[src/hdl/pkcht_pkg.sv]
// Shared types, constants and state encoding for the pid hash table.
package pkcht_pkg;

    // Table geometry.
    localparam int POOL_ENTRIES = 128;
    localparam int BUCKET_COUNT = 101;
    localparam int KEY_BITS     = 22;

    // Fixed field widths of the item interface.
    localparam int OP_W     = 1;
    localparam int PID_W    = 22;
    localparam int LINE_W   = 16;
    localparam int STATUS_W = 2;

    // Derived widths.
    localparam int NODE_W = $clog2(POOL_ENTRIES);
    localparam int USED_W = $clog2(POOL_ENTRIES + 1);
    localparam int BKT_W  = $clog2(BUCKET_COUNT);
    localparam int REM_W  = $clog2(2 * BUCKET_COUNT);
    localparam int HASH_W = 32;
    localparam int PROD_W = 2 * HASH_W;

    // Hash constants.
    localparam logic [HASH_W-1:0] HASH_SEED  = 32'd5381;
    localparam int                RADIX      = 10;
    localparam int                HASH_SHIFT = 5;
    localparam int                DIG_W      = $clog2(2 * RADIX);
    localparam int                DIGIT_W    = $clog2(RADIX);

    // Reciprocals, floor(2^32 / divisor); the quotient estimate is low by at most one.
    localparam logic [HASH_W-1:0] RECIP_RADIX  = HASH_W'((64'd1 << HASH_W) / RADIX);
    localparam logic [HASH_W-1:0] RECIP_BUCKET = HASH_W'((64'd1 << HASH_W) / BUCKET_COUNT);

    // Opcodes.
    localparam logic [OP_W-1:0] OP_LOOKUP = 1'b0;
    localparam logic [OP_W-1:0] OP_INSERT = 1'b1;

    // Result status codes.
    localparam logic [STATUS_W-1:0] ST_FOUND   = 2'd0;
    localparam logic [STATUS_W-1:0] ST_NEW     = 2'd1;
    localparam logic [STATUS_W-1:0] ST_MISSING = 2'd2;
    localparam logic [STATUS_W-1:0] ST_FULL    = 2'd3;

    // One pool node as stored in the node memory.
    typedef struct packed {
        logic [KEY_BITS-1:0] key;
        logic [LINE_W-1:0]   line;
        logic                link_valid;
        logic [NODE_W-1:0]   link;
    } node_t;

    // Controller states.
    typedef enum logic [3:0] {
        S_IDLE,
        S_DIG_MUL,
        S_DIG_ACC,
        S_MOD_SUB,
        S_MOD_FIX,
        S_HEAD_RD,
        S_WALK,
        S_CMP,
        S_HIT,
        S_MISS,
        S_OUT
    } state_t;

    // Commands from the controller to the datapath.
    typedef struct packed {
        logic accept;
        logic dig_mul;
        logic dig_acc;
        logic mod_mul;
        logic mod_sub;
        logic mod_fix;
        logic head_rd;
        logic node_rd;
        logic node_next;
        logic hit;
        logic miss;
        logic load_out;
    } cmd_t;

    // Status from the datapath to the controller.
    typedef struct packed {
        logic key_zero;
        logic cur_valid;
        logic key_match;
        logic out_free;
    } sts_t;

endpackage

[src/hdl/pkcht_ctrl.sv]
// Controller state machine that sequences hashing, chain walk and update.
module pkcht_ctrl (
    input  logic             aclk,
    input  logic             aresetn,
    input  logic             s_tvalid,
    output logic             s_tready,
    input  pkcht_pkg::sts_t  sts,
    output pkcht_pkg::cmd_t  cmd
);
    import pkcht_pkg::*;

    state_t state_reg;
    state_t state_next;

    // State register.
    always_ff @(posedge aclk) begin
        if (!aresetn) begin
            state_reg <= S_IDLE;
        end else begin
            state_reg <= state_next;
        end
    end

    // Next state and commands.
    always_comb begin
        state_next = state_reg;
        cmd        = '0;
        s_tready   = 1'b0;
        unique case (state_reg)
            S_IDLE: begin
                s_tready = 1'b1;
                if (s_tvalid) begin
                    cmd.accept = 1'b1;
                    state_next = S_DIG_MUL;
                end
            end
            S_DIG_MUL: begin
                // With no digits left, the multiplier starts the bucket reduction.
                if (sts.key_zero) begin
                    cmd.mod_mul = 1'b1;
                    state_next  = S_MOD_SUB;
                end else begin
                    cmd.dig_mul = 1'b1;
                    state_next  = S_DIG_ACC;
                end
            end
            S_DIG_ACC: begin
                cmd.dig_acc = 1'b1;
                state_next  = S_DIG_MUL;
            end
            S_MOD_SUB: begin
                cmd.mod_sub = 1'b1;
                state_next  = S_MOD_FIX;
            end
            S_MOD_FIX: begin
                cmd.mod_fix = 1'b1;
                state_next  = S_HEAD_RD;
            end
            S_HEAD_RD: begin
                cmd.head_rd = 1'b1;
                state_next  = S_WALK;
            end
            S_WALK: begin
                if (sts.cur_valid) begin
                    cmd.node_rd = 1'b1;
                    state_next  = S_CMP;
                end else begin
                    state_next = S_MISS;
                end
            end
            S_CMP: begin
                if (sts.key_match) begin
                    state_next = S_HIT;
                end else begin
                    cmd.node_next = 1'b1;
                    state_next    = S_WALK;
                end
            end
            S_HIT: begin
                cmd.hit    = 1'b1;
                state_next = S_OUT;
            end
            S_MISS: begin
                cmd.miss   = 1'b1;
                state_next = S_OUT;
            end
            S_OUT: begin
                if (sts.out_free) begin
                    cmd.load_out = 1'b1;
                    state_next   = S_IDLE;
                end
            end
            default: begin
                state_next = S_IDLE;
            end
        endcase
    end

endmodule

[config.mk]
export PLATFORM = sky130hd
export DESIGN_NAME = pkcht_ctrl
export DESIGN_NICKNAME = d
export VERILOG_FILES = /design/src/hdl/pkcht_pkg.sv /design/src/hdl/pkcht_ctrl.sv
export SDC_FILE = /design/constraint.sdc
export NUM_CORES = 1
export LEC_CHECK = 0
export ABC_AREA = 1
export BUFFER_PORTS_ARGS = -buffer_cell sky130_fd_sc_hd__clkbuf_2
export CAP_MARGIN = 20
export CORE_AREA = 3 3 40 42
export DETAILED_ROUTE_END_ITERATION = 10
export DIE_AREA = 0 0 43 45
export GPL_TIMING_DRIVEN = 1
export REMOVE_ABC_BUFFERS = 1
export SLEW_MARGIN = 20
export SYNTH_ARGS = -nofsm -noshare
export SYNTH_HDL_FRONTEND = slang
export SYNTH_SLANG_ARGS = --single-unit
export TNS_END_PERCENT = 30
[constraint.sdc]
create_clock -name aclk -period 2 [get_ports aclk]
set_clock_uncertainty 0.2 [all_clocks]
set_input_delay 0.3 -clock aclk [delete_from_list [all_inputs] [get_ports aclk]]
set_output_delay 0.3 -clock aclk [all_outputs]
set_load 0.02 [all_outputs]
# Word level (Yosys, flattened, before mapping)
# Index checks and enable logic that the tools add are counted.
[classes] reduce_logical=3 muxes=25 eq_ne=12
[op_table] operator="$pmux 4 s10" count=1
[op_table] operator="$mux 1" count=20
[op_table] operator="$eq 4x3->1 const B" count=4
[op_table] operator="$mux 4" count=4
[op_table] operator="$eq 4x4->1 const B" count=3
[op_table] operator="$eq 4x2->1 const B" count=2
[op_table] operator="$eq 4x1->1 const B" count=1
[op_table] operator="$logic_not 4->1" count=1
[op_table] operator="$ne 2x2->1 const B" count=2
[op_table] operator="$reduce_and 2->1" count=1
[op_table] operator="$reduce_or 2->1" count=1
[word_totals] output_inout_bits=13 regBits=4 word_cells=41

# Depth between registers and ports, before layout
# Gate-level depths: netlist of the first run.
[depth] ltp_word=3 mapped_depth=7 depth_no_buf=7

# Least setup slack after synthesis of the first run
# No wires, ideal clock.
[synth_timing] path_type="reg-to-output" start="register state_reg[0]" end="output cmd[0] in the netlist's numbering" path_stages_with_launch=4 arrival_ps=1147 required_time_ps=1500 setup_slack_ps=353 path_cell_list="dfxtp_1 -> inv_2 -> nand2_1 -> nor4_1"
[synth_rtl] element="start, declared" line_no="pkcht_ctrl.sv:12" rtl="state_t state_reg;"
[synth_rtl] element="start signal, assigned" line_no="pkcht_ctrl.sv:20" rtl="state_reg <= state_next;"
[synth_rtl] element="end, declared" line_no="pkcht_ctrl.sv:8" rtl="output pkcht_pkg::cmd_t cmd"

==> results of run 1 <==
## worst max-delay path: stages (launching register included)
cell      delay [ps]
dfxtp_1          320
inv_1            130
nand2_1          120
nor2_1           160
nand2_1          100
inv_1             60
clkbuf_2         160
## worst max path at each step
stage,endpoint,cells past startpoint
floorplan,cmd[0],3
global placement,cmd[4],6
detailed placement,cmd[4],6
finish,cmd[4],6
CTS,cmd[4],6
global route,cmd[4],6
## power by group
part / switching, W / internal [W] / total [W]
registers: 0.00000939 / 0.0000862 / 0.0000956
clock network: 0.0000316 / 0.0000670 / 0.0000987
logic: 0.0000614 / 0.0000320 / 0.0000934
## logic make-up (layout without fill, tap and decap cells)
kind of cell           count (synthesis)  in the layout
AOI/OAI and AO/OA                      4              4
buffers and inverters                 15             37
DFF                                    4              4
and+or+nand+nor                       36             36
## final cells by class
type | instances | area, sq um
inverters | 15 | 56.3
clock buffers | 3 | 22.5
multi-input cells | 40 | 189
repair buffers | 19 | 95.1
fillers | 148 | 823
flip-flops and latches | 4 | 80.1
well taps | 15 | 18.8
## synth_stat cells (all sizes together)
cell and instances:
inv 15, nor2 15, nand2 12, dfxtp 4, nand4 3, nand3 2, o21ai 2, a31oi 1
and2 1, nor3 1, nor3b 1, nor4 1, o211ai 1
## metrics by stage
step | utilization, % | setup slack [ps] | cells | hold WS [ps]
final | 35.9 | 214 | 96 | 81.3
after floorplan | - | 353 | 59 | 198
after CTS | 35.9 | 209 | 96 | 75.8
after global routing | 35.9 | 90.5 | 96 | 105
after detailed placement | 34.2 | 463 | 93 | 323
after global placement | 34.2 | 484 | 93 | 313
## routing by layer
metal | share of wire, % | vias up | wire (um)
li1 | - | 225 | -
met1 | 45 | 190 | 394
met2 | 49 | 10 | 433
met3 | 4.5 | 2 | 40
met4 | 1.6 | 0 | 14
met5 | 0 | - | 0
## placed cells by master (no fill, tap or decap), drive strengths merged
cell type  instances
nor3b              1
nand2             12
a31oi              1
and2               1
nor4               1
dfxtp              4
nor3               1
nand3              2
o21ai              2
o211ai             1
clkbuf            22
nor2              15
inv               15
nand4              3
==> metrics, run 1 <==
yosys warns=0; dpl cell area=439 sq um; CTS tree=built; Compound-Gate Fraction of Synth Area=7.31%; Reg2Reg Capture Point=state_reg[0]; largest net degree at the start of global routing=7; sequential element share of the synthesized area=24.6%; cells after synthesis=59; clk_lat worst skew=230 ps; Core ar.=0.00128 sq mm; top post-synthesis cells by area=dfxtp_1 (25%), inv_1 (16%), nor2_1 (16%); first-pass detailed-route iteration total=4; fmax=560 MHz; Die W=43 um; WHS Endpoint=state_reg[1]; Pleak=0.299 nW; post-DP HPWL=749 um; die area=0.00194 sq mm; Crit Path Max Fanout=5; # DRC=0; Setup Buffers After CTS=0; Layout Area Growth over Synthesis=41.9%; Worst-Margin Slew=236 ps; Ports=20; nets@finish=90; Remaining Overflow, GRT=0; Synth area leader=dfxtp_1; vias in the first global route=372; # setup viols final=0; Starting Density=25.3%; Cell Pwr Density=623 mW/mm^2; worst min path class=input port to flip-flop; initial drt markers=8; site row count=13; max_cap viols=0; area share of the largest cell type after synthesis=24.6%; post-synthesis cell type count=17; worst r2r src=state_reg[1]; RSZ-0062 raised after global routing=no; crit path launch type=flip-flop; Antenna Violating Nets Remaining=0; ANT cells=0; crit path from=state_reg[3]; Simple-Gate Fraction of Synth Area=50.8%; Vias/cell=4.45; design area=462 sq um; Vert. Die Dim=45 um; status=complete, no violations; Yosys reg bits=4; R2R depth=5; routability cong.=0.852; initial antenna violation count=0; minimum clock period=1790 ps; r2r setup slk=680 ps; maximum clock path buffer count=2; adder-cell share of the synthesized area=0%; H-tree levels=1; Slew headroom=84.1%; Setup Total Neg Slack=0 ps; M2 GR Usage=16.2%; proportion of synthesized area in mux cells=0%; CTS root buf=clkbuf_4; Slew Viols, Final=0; post-synthesis xor/xnor area fraction=0%; GR peak layer=met2; Max VDD drop=0.266 mV; crit end category=output pin; GR Util met1=10.6%; Num CTS Buffers=3; Overall Power=0.000288 W; Worst Path Arrival=1290 ps; dominant combinational cell family by area after synthesis=simple AND/OR/NAND/NOR gates; Final Hold Fails=0; post_cts resized=0; first-pass GRT wire length=1420 um; HP Start=aresetn; Syn Std Cell Area=325 sq um; clock slew seen by the registers of the worst setup and hold paths=40 ps; CTS Hold Bufs=0; Hold Path Depth=3; clk sinks=4; Tcrit/Tclk final=89.3%; drt wl/cell=9.21 um; total track usage=9.83%; max reg flops=4; share of cells above drive strength 1=32.1%; I/O Buffers=19; final WL=884 um; Req. time, crit path=1500 ps; total number of vias=427; met3 Use GR=3.19%; Crit Path Class=flip-flop to output pin; Post-Syn Area per Cell=5.51 sq um
Note: power is estimated with default switching activity, not from simulation.
==> run 2, diff against run 1 <==
- CELL_PAD_IN_SITES_DETAIL_PLACEMENT: default -> 0
- CELL_PAD_IN_SITES_GLOBAL_PLACEMENT: default -> 1
- CORE_AREA: 3 3 40 42 -> default
- CORE_MARGIN: default -> 3
- CORE_UTILIZATION: default -> 25
- DIE_AREA: 0 0 43 45 -> default
- PLACE_DENSITY_LB_ADDON: default -> 0.1
==> metrics, run 2 (synthesized netlist as in run 1, its figures left out) <==
status=complete, no violations; dpl ws=445 ps (-18.2 ps); worst min path class=input port to flip-flop; max_cap viols=0 (unchanged); most common cell after layout, fill and taps aside=clkbuf_2; post-DP HPWL=783 um (+4.6%); CTS Hold Bufs=0 (unchanged); Top Metal Used=met4; fmax=556 MHz (-0.71%); Num CTS Buffers=3 (unchanged); nets@finish=90 (unchanged); CTS root buf=clkbuf_4; crit path launch type=flip-flop; crit end category=output pin; Tcrit/Tclk final=89.9% (+0.64 points); Worst Hold Slack=77.6 ps (-3.63 ps); Setup Total Neg Slack=0 ps (unchanged); share of cells above drive strength 1=32.1% (unchanged); Cell Pwr Density=628 mW/mm^2 (+0.77%); Worst Path Arrival=1300 ps (about the same); die area=0.00177 sq mm (-8.5%); total number of vias=420 (-1.6%); Crit Path Class=flip-flop to output pin; ANT cells=0 (unchanged); clk sinks=4 (unchanged); Core ar.=0.00116 sq mm (-10%); maximum clock path buffer count=2 (unchanged); first-pass detailed-route iteration total=2 (-2); share of total power in sequential cells=32.9% (-0.3 points); Ports=20 (unchanged); # DRC=0 (unchanged); H-tree levels=1 (unchanged); met1 WL=411 um (+4.3%); Req. time, crit path=1500 ps (about the same); routability cong.=0.733 (-14%); clock power share=34.8% (+0.5 points); Final Hold Fails=0 (unchanged); Comb pwr share=32.4% (about the same); largest net degree at the start of global routing=7 (unchanged); Worst-Margin Slew=226 ps (-9.71 ps); I/O Buffers=19 (unchanged); Layout Area Growth over Synthesis=41.5%; Die W=42.1 um (-2.2%); minimum clock period=1800 ps (+12.9 ps); Antenna Violating Nets Remaining=0 (unchanged); Sw Share=35.9% (+0.29 points); initial drt markers=3 (-5); post_cts resized=0 (unchanged); Setup Buffers After CTS=0 (unchanged); initial antenna violation count=0 (unchanged); sw power=0.000104 W (+1.3%); Crit Path Max Fanout=5 (unchanged); Slew headroom=84.8% (+0.65 points); metal2 WL=402 um (-7.2%); first-pass GRT wire length=1460 um (+2.9%); max reg flops=4 (unchanged); Max VDD drop=0.247 mV (-7.3%); Vert. Die Dim=42.1 um (-6.5%); site row count=12 (-1); Pint=0.000185 W (about the same); clock slew seen by the registers of the worst setup and hold paths=40 ps (about the same); most frequent cells in the layout=clkbuf_2 (19), nor2_1 (14), inv_1 (14); met3 routed WL=60 um (+50%); total track usage=10.6% (+0.76 points); Pleak=0.299 nW (unchanged); drt wl/cell=9.36 um (+1.6%); vias in the first global route=369 (-0.81%); setup ws final=201 ps (-12.9 ps); Slew Viols, Final=0 (unchanged); RSZ-0062 raised after global routing=no; Remaining Overflow, GRT=0 (unchanged); Vias/cell=4.42 (-0.60%); clk_lat worst skew=230 ps (about the same); Starting Density=28.1% (+2.8 points); # setup viols final=0 (unchanged); final WL=889 um (+0.57%); CTS tree=built
-- run 2: cell counts in the layout (fill, tap and decap cells not counted) --
Identical to the previous run, type by type.
-- run 2: worst max-delay path: stages (launching register included) --
cell	delay, ps
dfxtp_1	320
inv_1	130
nand2_1	120
nor2_1	170
nand2_1	110
inv_1	60
clkbuf_2	160
-- run 2: cell type report --
cell class	instances	area, sq um
Clock buffer	3	22.5
Timing Repair Buffer	19	95.1
Multi-Input combinational cell	40	189
Inverter	15	56.3
Fill cell	143	696
Sequential cell	4	80.1
Tap cell	14	17.5
-- run 2: power by group through the flow --
| stage | Combinational, W | Sequential, W | Clock [W] |
|---|---|---|---|
| floorplan | 0.0000652 | 0.0000944 | 0 |
| global placement | 0.0000952 | 0.0000962 | 0 |
| detailed placement | 0.0000946 | 0.0000962 | 0 |
| CTS | 0.0000950 | 0.0000949 | 0.0000995 |
| global route | 0.000106 | 0.0000961 | 0.000101 |
| finish | 0.0000935 | 0.0000950 | 0.000101 |
-- run 2: worst paths after layout --
kind,cells after the start,startpoint,slack (ps),to
setup / recovery,6,state_reg[3],200,cmd[4]
hold / removal,3,aresetn,80,state_reg[1]
setup reg to reg,7,state_reg[3],680,state_reg[1]
hold reg to reg,2,state_reg[0],430,state_reg[2]
-- run 2: per-layer routing --
| metal | GRT usage (%) | vias up |
|---|---|---|
| met2 | 17.6 | 14 |
| met5 | 0 | - |
| met4 | 5.59 | 0 |
| met3 | 1.72 | 3 |
| li1 | - | 225 |
| met1 | 12.9 | 178 |
-- run 2: stage by stage --
stage / instances / instance area, sq um / utilization (%) / power [W]
2_1_floorplan: 59 / 325 / - / 0.000160
4_1_cts: 95 / 460 / 39.8 / 0.000289
3_3_place_gp: 92 / 438 / 37.9 / 0.000191
6_report: 95 / 460 / 39.8 / 0.000289
5_1_grt: 95 / 460 / 39.8 / 0.000303
3_5_place_dp: 92 / 438 / 37.9 / 0.000191
